===== src/design/tmse_pkg.sv =====
// Shared constants, codes and controller/datapath interface types for the Turing machine engine.
package tmse_pkg;

  localparam int TAPE_CELLS = 256;
  localparam int TAPE_AW    = $clog2(TAPE_CELLS);
  localparam int SLOTS      = 8;
  localparam int SLOT_AW    = $clog2(SLOTS);
  localparam int STATES     = 16;
  localparam int STATE_AW   = $clog2(STATES);
  localparam int SYM_W      = 8;
  localparam int STEP_W     = 32;
  localparam int OP_W       = 3;
  localparam int CFG_AW     = 2;
  localparam int CFG_DW     = 8;

  localparam logic [SYM_W-1:0] BLANK_RESET = SYM_W'(32);

  typedef enum logic [OP_W-1:0] {
    OP_WRITE_SLOT = 3'd0,
    OP_WRITE_CELL = 3'd1,
    OP_STEP       = 3'd2,
    OP_READ_CELL  = 3'd3,
    OP_RESTART    = 3'd4
  } op_t;

  localparam logic [CFG_AW-1:0] CFG_BLANK       = CFG_AW'(0);
  localparam logic [CFG_AW-1:0] CFG_START_STATE = CFG_AW'(1);
  localparam logic [CFG_AW-1:0] CFG_START_HEAD  = CFG_AW'(2);

  typedef struct packed {
    logic capture;
    logic wr_slot;
    logic wr_cell;
    logic restart;
    logic mem_rd;
    logic step_commit;
    logic take_read;
    logic wr_blank;
    logic load_out;
  } dp_cmd_t;

  typedef struct packed {
    logic [OP_W-1:0] op;
    logic            hit;
    logic            shift;
  } dp_stat_t;

  typedef struct packed {
    logic [SYM_W-1:0]    match;
    logic [SYM_W-1:0]    write_sym;
    logic [STATE_AW-1:0] target;
    logic                right;
  } rule_t;

endpackage


===== src/design/tmse_ctrl.sv =====
// Sequencing state machine: walks each transaction through capture, memory access and result.
module tmse_ctrl
  import tmse_pkg::*;
(
  input  logic     clk,
  input  logic     rst,
  input  logic     in_valid,
  output logic     in_stall,
  output logic     out_valid,
  input  logic     out_stall,
  input  dp_stat_t stat,
  output dp_cmd_t  cmd
);

  typedef enum logic [2:0] {
    S_IDLE,
    S_EXEC,
    S_EVAL,
    S_BLANK,
    S_FINISH
  } state_t;

  state_t state;
  state_t state_next;

  assign in_stall = (state != S_IDLE);

  always_comb begin
    cmd        = '0;
    state_next = state;
    case (state)
      S_IDLE: begin
        if (in_valid) begin
          cmd.capture = 1'b1;
          state_next  = S_EXEC;
        end
      end
      S_EXEC: begin
        case (stat.op)
          OP_WRITE_SLOT: begin
            cmd.wr_slot = 1'b1;
            state_next  = S_FINISH;
          end
          OP_WRITE_CELL: begin
            cmd.wr_cell = 1'b1;
            state_next  = S_FINISH;
          end
          OP_RESTART: begin
            cmd.restart = 1'b1;
            state_next  = S_FINISH;
          end
          OP_STEP, OP_READ_CELL: begin
            cmd.mem_rd = 1'b1;
            state_next = S_EVAL;
          end
          default: state_next = S_FINISH;
        endcase
      end
      S_EVAL: begin
        if (stat.op == OP_STEP) begin
          cmd.step_commit = 1'b1;
          state_next      = (stat.hit && stat.shift) ? S_BLANK : S_FINISH;
        end else begin
          cmd.take_read = 1'b1;
          state_next    = S_FINISH;
        end
      end
      S_BLANK: begin
        cmd.wr_blank = 1'b1;
        state_next   = S_FINISH;
      end
      S_FINISH: begin
        // output register free or draining this cycle
        if (!out_valid || !out_stall) begin
          cmd.load_out = 1'b1;
          state_next   = S_IDLE;
        end
      end
      default: state_next = S_IDLE;
    endcase
  end

  always_ff @(posedge clk) begin
    if (rst) begin
      state     <= S_IDLE;
      out_valid <= 1'b0;
    end else begin
      state <= state_next;
      if (cmd.load_out) begin
        out_valid <= 1'b1;
      end else if (!out_stall) begin
        out_valid <= 1'b0;
      end
    end
  end

endmodule


===== src/design/tmse_dp.sv =====
// Datapath: tape and rule memories, machine registers, slot match and result register.
module tmse_dp
  import tmse_pkg::*;
(
  input  logic                clk,
  input  logic                rst,
  input  dp_cmd_t             cmd,
  output dp_stat_t            stat,
  input  logic [OP_W-1:0]     operation,
  input  logic [STATE_AW-1:0] state_index,
  input  logic [SLOT_AW-1:0]  slot_index,
  input  logic                entry_used,
  input  logic [SYM_W-1:0]    match_symbol,
  input  logic [SYM_W-1:0]    new_symbol,
  input  logic [STATE_AW-1:0] target_state,
  input  logic                move_right,
  input  logic [TAPE_AW-1:0]  cell_address,
  input  logic [SYM_W-1:0]    cell_value,
  input  logic                cfg_valid,
  input  logic [CFG_AW-1:0]   cfg_index,
  input  logic [CFG_DW-1:0]   cfg_data,
  output logic                halted,
  output logic [STATE_AW-1:0] machine_state,
  output logic [TAPE_AW-1:0]  head_at,
  output logic [SYM_W-1:0]    cell_read,
  output logic [STEP_W-1:0]   steps_done
);

  // captured transaction
  logic [OP_W-1:0]     op_q;
  logic [STATE_AW-1:0] st_q;
  logic [SLOT_AW-1:0]  sl_q;
  logic                used_in_q;
  rule_t               rule_in_q;
  logic [TAPE_AW-1:0]  addr_q;
  logic [SYM_W-1:0]    value_q;

  // machine and configuration
  logic [STATE_AW-1:0] cs;
  logic [TAPE_AW-1:0]  head;
  logic [STEP_W-1:0]   steps;
  logic [TAPE_AW-1:0]  base;
  logic [TAPE_AW-1:0]  blank_addr;
  logic [SYM_W-1:0]    blank_sym;
  logic [STATE_AW-1:0] start_state;
  logic [TAPE_AW-1:0]  start_head;
  logic                halted_q;
  logic [SYM_W-1:0]    rd_q;

  // memories
  logic [STATES-1:0][SLOTS-1:0] used_q;
  rule_t                        rule_mem [STATES][SLOTS];
  rule_t                        rule_row [SLOTS];
  logic [SYM_W-1:0]             tape [TAPE_CELLS];
  logic [SYM_W-1:0]             tape_rd;

  logic [TAPE_AW-1:0] head_phys;
  logic [TAPE_AW-1:0] addr_phys;
  logic [TAPE_AW-1:0] rd_addr;
  logic               hit;
  logic [SLOT_AW-1:0] sel_idx;
  rule_t              sel;
  logic               at_edge;
  logic               tape_we;
  logic [TAPE_AW-1:0] tape_wa;
  logic [SYM_W-1:0]   tape_wd;

  // tape is a ring: logical cell i lives at base + i, so an end shift only moves base
  assign head_phys = base + head;
  assign addr_phys = base + addr_q;
  assign rd_addr   = (op_q == OP_STEP) ? head_phys : addr_phys;

  // lowest used slot with a matching symbol wins
  always_comb begin
    hit     = 1'b0;
    sel_idx = '0;
    for (int s = SLOTS - 1; s >= 0; s--) begin
      if (used_q[cs][s] && (rule_row[s].match == tape_rd)) begin
        hit     = 1'b1;
        sel_idx = SLOT_AW'(s);
      end
    end
  end

  assign sel     = rule_row[sel_idx];
  assign at_edge = sel.right ? (head == TAPE_AW'(TAPE_CELLS - 1)) : (head == '0);

  assign stat.op    = op_q;
  assign stat.hit   = hit;
  assign stat.shift = at_edge;

  always_comb begin
    tape_we = 1'b0;
    tape_wa = addr_phys;
    tape_wd = value_q;
    if (cmd.wr_cell) begin
      tape_we = 1'b1;
    end else if (cmd.step_commit && hit) begin
      tape_we = 1'b1;
      tape_wa = head_phys;
      tape_wd = sel.write_sym;
    end else if (cmd.wr_blank) begin
      tape_we = 1'b1;
      tape_wa = blank_addr;
      tape_wd = blank_sym;
    end
  end

  always_ff @(posedge clk) begin
    if (tape_we) begin
      tape[tape_wa] <= tape_wd;
    end
    if (cmd.mem_rd) begin
      tape_rd <= tape[rd_addr];
    end
  end

  always_ff @(posedge clk) begin
    if (cmd.wr_slot) begin
      rule_mem[st_q][sl_q] <= rule_in_q;
    end
    if (cmd.mem_rd) begin
      rule_row <= rule_mem[cs];
    end
  end

  always_ff @(posedge clk) begin
    if (cmd.capture) begin
      op_q                <= operation;
      st_q                <= state_index;
      sl_q                <= slot_index;
      used_in_q           <= entry_used;
      rule_in_q.match     <= match_symbol;
      rule_in_q.write_sym <= new_symbol;
      rule_in_q.target    <= target_state;
      rule_in_q.right     <= move_right;
      addr_q              <= cell_address;
      value_q             <= cell_value;
      halted_q            <= 1'b0;
      rd_q                <= '0;
    end
    if (cmd.step_commit) begin
      halted_q   <= !hit;
      // physical cell that receives the blank after a shift
      blank_addr <= sel.right ? base : base - TAPE_AW'(1);
    end
    if (cmd.take_read) begin
      rd_q <= tape_rd;
    end
    if (cmd.load_out) begin
      halted        <= halted_q;
      machine_state <= cs;
      head_at       <= head;
      cell_read     <= rd_q;
      steps_done    <= steps;
    end
  end

  always_ff @(posedge clk) begin
    if (rst) begin
      cs          <= '0;
      head        <= '0;
      steps       <= '0;
      base        <= '0;
      used_q      <= '0;
      blank_sym   <= BLANK_RESET;
      start_state <= '0;
      start_head  <= '0;
    end else begin
      if (cfg_valid) begin
        case (cfg_index)
          CFG_BLANK:       blank_sym   <= cfg_data[SYM_W-1:0];
          CFG_START_STATE: start_state <= cfg_data[STATE_AW-1:0];
          CFG_START_HEAD:  start_head  <= cfg_data[TAPE_AW-1:0];
          default: ;
        endcase
      end
      if (cmd.wr_slot) begin
        used_q[st_q][sl_q] <= used_in_q;
      end
      if (cmd.restart) begin
        cs    <= start_state;
        head  <= start_head;
        steps <= '0;
      end else if (cmd.step_commit && hit) begin
        cs    <= sel.target;
        steps <= steps + STEP_W'(1);
        if (sel.right) begin
          if (at_edge) begin
            base <= base + TAPE_AW'(1);
          end else begin
            head <= head + TAPE_AW'(1);
          end
        end else begin
          if (at_edge) begin
            base <= base - TAPE_AW'(1);
          end else begin
            head <= head - TAPE_AW'(1);
          end
        end
      end
    end
  end

`ifndef NO_ASSERTIONS
  a_step_count : assert property (@(posedge clk) disable iff (rst)
    (cmd.step_commit && hit) |=> (steps == $past(steps) + STEP_W'(1)))
    else $error("step count did not advance by one on a taken step");

  a_halt_keeps : assert property (@(posedge clk) disable iff (rst)
    (cmd.step_commit && !hit) |=> (cs == $past(cs) && head == $past(head) && base == $past(base)))
    else $error("halting step changed the machine");

  a_blank_after_shift : assert property (@(posedge clk) disable iff (rst)
    cmd.wr_blank |-> $past(cmd.step_commit && hit && at_edge))
    else $error("blank written without a tape shift");

  a_head_or_base : assert property (@(posedge clk) disable iff (rst)
    (cmd.step_commit && hit) |=> (head != $past(head)) != (base != $past(base)))
    else $error("a taken step must move exactly one of head and tape");
`endif

endmodule


===== src/design/turing_machine_step_engine.sv =====
// Top level of the single-tape Turing machine step engine.
// One transaction in gives one result out. Slot writes, cell writes, restarts and unknown
// operations go straight from execution to the result; a cell read and a step first read
// the tape, and a step writes a blank into the tape when the head runs off an end.
// The sequence is set by the single-port tape memory with registered read (one read and up
// to two writes per step) and by the output register, which must have room for the result;
// while a result waits there the engine still accepts and works on the next transaction.
// The tape is a ring buffer, so an end shift moves a base pointer instead of the cells.
// Configuration registers: index 0 blank symbol, 1 start state, 2 start head; writes are
// always taken (cfg_ready high) and should only be made while the engine is idle.
module turing_machine_step_engine
  import tmse_pkg::*;
(
  input  logic                clk,
  input  logic                rst,
  input  logic                in_valid,
  output logic                in_stall,
  input  logic [OP_W-1:0]     operation,
  input  logic [STATE_AW-1:0] state_index,
  input  logic [SLOT_AW-1:0]  slot_index,
  input  logic                entry_used,
  input  logic [SYM_W-1:0]    match_symbol,
  input  logic [SYM_W-1:0]    new_symbol,
  input  logic [STATE_AW-1:0] target_state,
  input  logic                move_right,
  input  logic [TAPE_AW-1:0]  cell_address,
  input  logic [SYM_W-1:0]    cell_value,
  output logic                out_valid,
  input  logic                out_stall,
  output logic                halted,
  output logic [STATE_AW-1:0] machine_state,
  output logic [TAPE_AW-1:0]  head_at,
  output logic [SYM_W-1:0]    cell_read,
  output logic [STEP_W-1:0]   steps_done,
  input  logic                cfg_valid,
  output logic                cfg_ready,
  input  logic [CFG_AW-1:0]   cfg_index,
  input  logic [CFG_DW-1:0]   cfg_data
);

  dp_cmd_t  cmd;
  dp_stat_t stat;

  assign cfg_ready = 1'b1;

  tmse_ctrl u_ctrl (
    .clk       (clk),
    .rst       (rst),
    .in_valid  (in_valid),
    .in_stall  (in_stall),
    .out_valid (out_valid),
    .out_stall (out_stall),
    .stat      (stat),
    .cmd       (cmd)
  );

  tmse_dp u_dp (
    .clk           (clk),
    .rst           (rst),
    .cmd           (cmd),
    .stat          (stat),
    .operation     (operation),
    .state_index   (state_index),
    .slot_index    (slot_index),
    .entry_used    (entry_used),
    .match_symbol  (match_symbol),
    .new_symbol    (new_symbol),
    .target_state  (target_state),
    .move_right    (move_right),
    .cell_address  (cell_address),
    .cell_value    (cell_value),
    .cfg_valid     (cfg_valid & cfg_ready),
    .cfg_index     (cfg_index),
    .cfg_data      (cfg_data),
    .halted        (halted),
    .machine_state (machine_state),
    .head_at       (head_at),
    .cell_read     (cell_read),
    .steps_done    (steps_done)
  );

endmodule

===== config.mk =====
export PLATFORM = sky130hd
export DESIGN_NAME = turing_machine_step_engine
export DESIGN_NICKNAME = d
export VERILOG_FILES = /design/src/design/tmse_pkg.sv /design/src/design/tmse_ctrl.sv /design/src/design/tmse_dp.sv /design/src/design/turing_machine_step_engine.sv
export SDC_FILE = /design/constraint.sdc
export NUM_CORES = 2
export LEC_CHECK = 0
export ABC_CLOCK_PERIOD_IN_PS = 12500
export BUFFER_PORTS_ARGS = -buffer_cell sky130_fd_sc_hd__buf_2
export CAP_MARGIN = 20
export CORE_MARGIN = 1.5
export CORE_UTILIZATION = 57
export CTS_BUF_LIST = sky130_fd_sc_hd__clkbuf_4 sky130_fd_sc_hd__clkbuf_8 sky130_fd_sc_hd__clkbuf_16
export DETAILED_ROUTE_END_ITERATION = 6
export PLACE_DENSITY = 0.76
export SYNTH_ARGS = -nofsm -noshare
export SYNTH_HDL_FRONTEND = slang
export SYNTH_MEMORY_MAX_BITS = 65536
export SYNTH_SLANG_ARGS = --single-unit

===== constraint.sdc =====
create_clock -name clk -period 12.5 [get_ports clk]
set_input_delay 0.625 -clock clk [delete_from_list [all_inputs] [get_ports clk]]
set_output_delay 0.625 -clock clk [all_outputs]
set_load 0.05 [all_outputs]

==> metrics.txt <==
outcome complete, but fails checks; violated checks design-rule violations; antenna violations before repair 16; Mapped Area 204000 sq um; Lkg Pwr 0.0717 uW; xor-xnor portion of the synthesized cell area 0.505%; Post-CTS Setup Bufs 0; instance area after placement 211000 sq um; flip-flop cell with the highest count after synthesis edfxtp_1; residual antenna-violating net count after detailed routing 0; Clk Latency, worst-skew pair 1.03 ns; vias in the first global route 115388; Required @ worst endpoint 13.10 ns; post-route clock period utilization 66.1%; path type of the worst min-delay path in -> reg; worst hold margin 0.134 ns; areal power density over the cells 157 nW/um^2; number of flops mapped to enable cells by yosys 5030; Congestion Overflow GR 0; worst slew pin tran 1.21 ns; adder-cell share of the synthesized area 0.130%; clock-pin slew on the worst setup and hold paths 0.06 ns; kind of critical path reg -> reg; DRC errors left 1; Fin Clk Skew 0.0862 ns; worst setup path startpoint u_dp.cs[0]$_SDFFE_PP0P_; largest driver fanout on the critical path 45; area overhead of the layout relative to synthesis 11.4%; mux contribution to synthesized area 9.85%; Peak supply drop 288 uV; CTS root buffer clkbuf_16; number of nets in the final layout 12439; TritonCTS clock tree yes; sequential-to-total area share from yosys stat 75.9%; average detailed-routed wire length per instance 31.4 um; H-tree depth 5; Synth area leader edfxtp_1; most frequent cell on the critical path nor2_1; Filler Cells Inserted 22902; setup slack after layout 4.24 ns; final number of max-transition violations 0; number of failing setup endpoints in the final timing report 0; R2R Path Start u_dp.cs[0]$_SDFFE_PP0P_; combinational family with the most area after synthesis multiplexers; number of vias in the routed layout 117919; crit end category register; area of the core 356000 sq um; Via density 6.73; worst-path cell chain buf_4 -> mux4_2 -> a22oi_1 -> a211o_1 -> nor2b_1 -> and4bb_1 -> nand2b_1 -> nand2_2 -> o221a_2 -> nor2_1 -> nand2_1 -> nor2_1; count of warnings emitted by yosys 0; type of element launching the critical path register; Die Area 362000 sq um; Synth async-reset ratio 0%; Longest Clk Path Bufs 4; clock buffer count from CTS 476; count of final hold-check violations 0; standard-cell row count 219; clock tree sinks 5234; met3 track utilization from global routing 5.25%; number of design-rule violations left by the first detailed-router iteration 19028; simple logic cell fraction of the synthesized area 7.93%; global-route wire length before repair 788 mm; biggest area contributors in the synthesized netlist edfxtp_1 74%, mux4_2 9.1%, nand2_1 4.2%; Post-Synthesis Net Count 12289; Avg Synthesized Cell Area 16.8 sq um; slowest stage delay, CP 0.97 ns; Initial Util 57.4%; final WL 551 mm; post-layout minimum cycle time 8.26 ns; hold_sp rst; flip-flop and latch count after synthesis 5234; post-synth top area share 73.9%; Slew Limit Headroom 19.6%; busiest metal layer after global routing met2; vertical die dimension 602 um; PortBufs 117; post-synthesis instance total 12206; Post-Place Setup Slack 4.50 ns; signal arrival time at the worst endpoint 8.87 ns; RSZ-0062 raised after global routing false; die width 602 um; top achievable clock speed 0.121 GHz; pin count of the biggest net entering global routing 247; Final Instance Area 228000 sq um; detailed-placement wirelength estimate 292 mm; GRT met2 Usage 48.8%; routability congestion estimate 0.929; Compound-Gate Fraction of Synth Area 4.14%; Setup Total Neg Slack 0 ns; total iterations of the first detailed-routing run 7; global routing usage on met1 38.8%; number of different library cells in the post-synthesis netlist 84; area taken by flip-flops and latches 155000 sq um; number of resized instances in the post-cts repair step 0; I/O pins 119; number of max-capacitance violations reported 0; Overall Global Routing Usage 29.8%; fraction of final layout cells with drive strength greater than 1 17.4%; area taken by multi-input logic gates 46800 sq um; cell with the largest stage delay on the worst path dfxtp_4
-- report_power, final --
part	switching (uW)	leakage [uW]	internal [uW]
combinational	1240	0.0169	360
clock	6480	0.00788	8420
sequential	32.9	0.0469	19300
total	7750	0.0717	28100
-- stage by stage --
stage	util [%]	power (uW)	cells
2_1_floorplan	-	20700	12206
3_3_place_gp	59.2	21200	16561
3_5_place_dp	59.2	21200	16563
4_1_cts	63.8	35800	17509
5_1_grt	63.9	36500	17519
6_report	63.9	35800	17528
-- timing repair --
item,in CTS,in global routing
hold buffers,58,0
endpoints found under the hold margin,71,0
endpoints found under the setup margin,0,0
-- layout make-up --
type	count	area share, %
Antenna cell	11	0.0121
Tap cell	4751	2.61
Sequential cell	5234	68.1
Clock buffer	576	5.61
Timing Repair Buffer	480	1.71
Multi-Input combinational cell	6146	20.5
Inverter	18	0.0297
Clock inverter	312	1.36
-- kinds of logic (layout without fill, tap and decap cells) --
| logic type | Yosys count | count (layout) |
|---|---|---|
| AOI/OAI and AO/OA | 1217 | 1217 |
| other | 1 | 12 |
| and+or+nand+nor | 3810 | 3810 |
| buffers and inverters | 826 | 1386 |
| muxes | 980 | 980 |
| adders and majority gates | 20 | 20 |
| xor gates and xnor gates | 118 | 118 |
| DFF | 5234 | 5234 |
-- flip-flops by register name (all words and copies together) (netlist names), 21 cells and up --
name,count
u_dp.steps,32
u_dp.tape,2048
u_dp.rule_in_q,21
u_dp.steps_done,32
u_dp.used_q,128
u_dp.rule_mem,2688
u_dp.rule_row,168
-- metal layers --
metal | up-vias | part of all wire [%]
met4 | 6 | 5.8
met5 | - | 0.0074
met1 | 59246 | 35
met2 | 9167 | 49
li1 | 47871 | -
met3 | 1629 | 11
-- final timing paths --
kind,end,slack [ns],depth (start not counted)
setup / recovery,u_dp.tape[215][4]$_DFFE_PP_,4.24,12
hold / removal,u_dp.start_head[6]$_SDFFE_PP0P_,0.13,2
setup reg to reg,u_dp.tape[215][4]$_DFFE_PP_,4.24,12
hold reg to reg,u_dp.halted$_DFFE_PP_,0.44,0
-- synthesized netlist by cell type, drive strengths merged, types with 71 or more instances --
library cell / n
buf: 203
and3: 271
a311oi: 441
nand2: 2281
a211oi: 113
nor2b: 71
clkbuf: 605
nor2: 484
a21oi: 343
mux2i: 138
dfxtp: 204
nor3: 72
xnor2: 85
a31oi: 75
o21ai: 156
edfxtp: 5030
nand3: 537
mux4: 824
-- worst max-delay path: cells and delay by family (launching register included) --
family / cells / cell delay (ns)
compound gates: 3 / 0.93
buf+inv: 1 / 0.73
flops: 1 / 0.97
mux: 1 / 0.59
simple gates: 7 / 4.53
-- cells in the final DEF, fill, tap and decap left out, drive strengths merged, types with 271 or more instances in the layout --
cell,Yosys,routed
and3,271,271
nand2,2281,2281
edfxtp,5030,5030
clkbuf,605,576
a311oi,441,441
buf,203,422
a21oi,343,343
nand3,537,537
mux4,824,824
nor2,484,484
No activity file was read; power rests on OpenSTA's default activity.
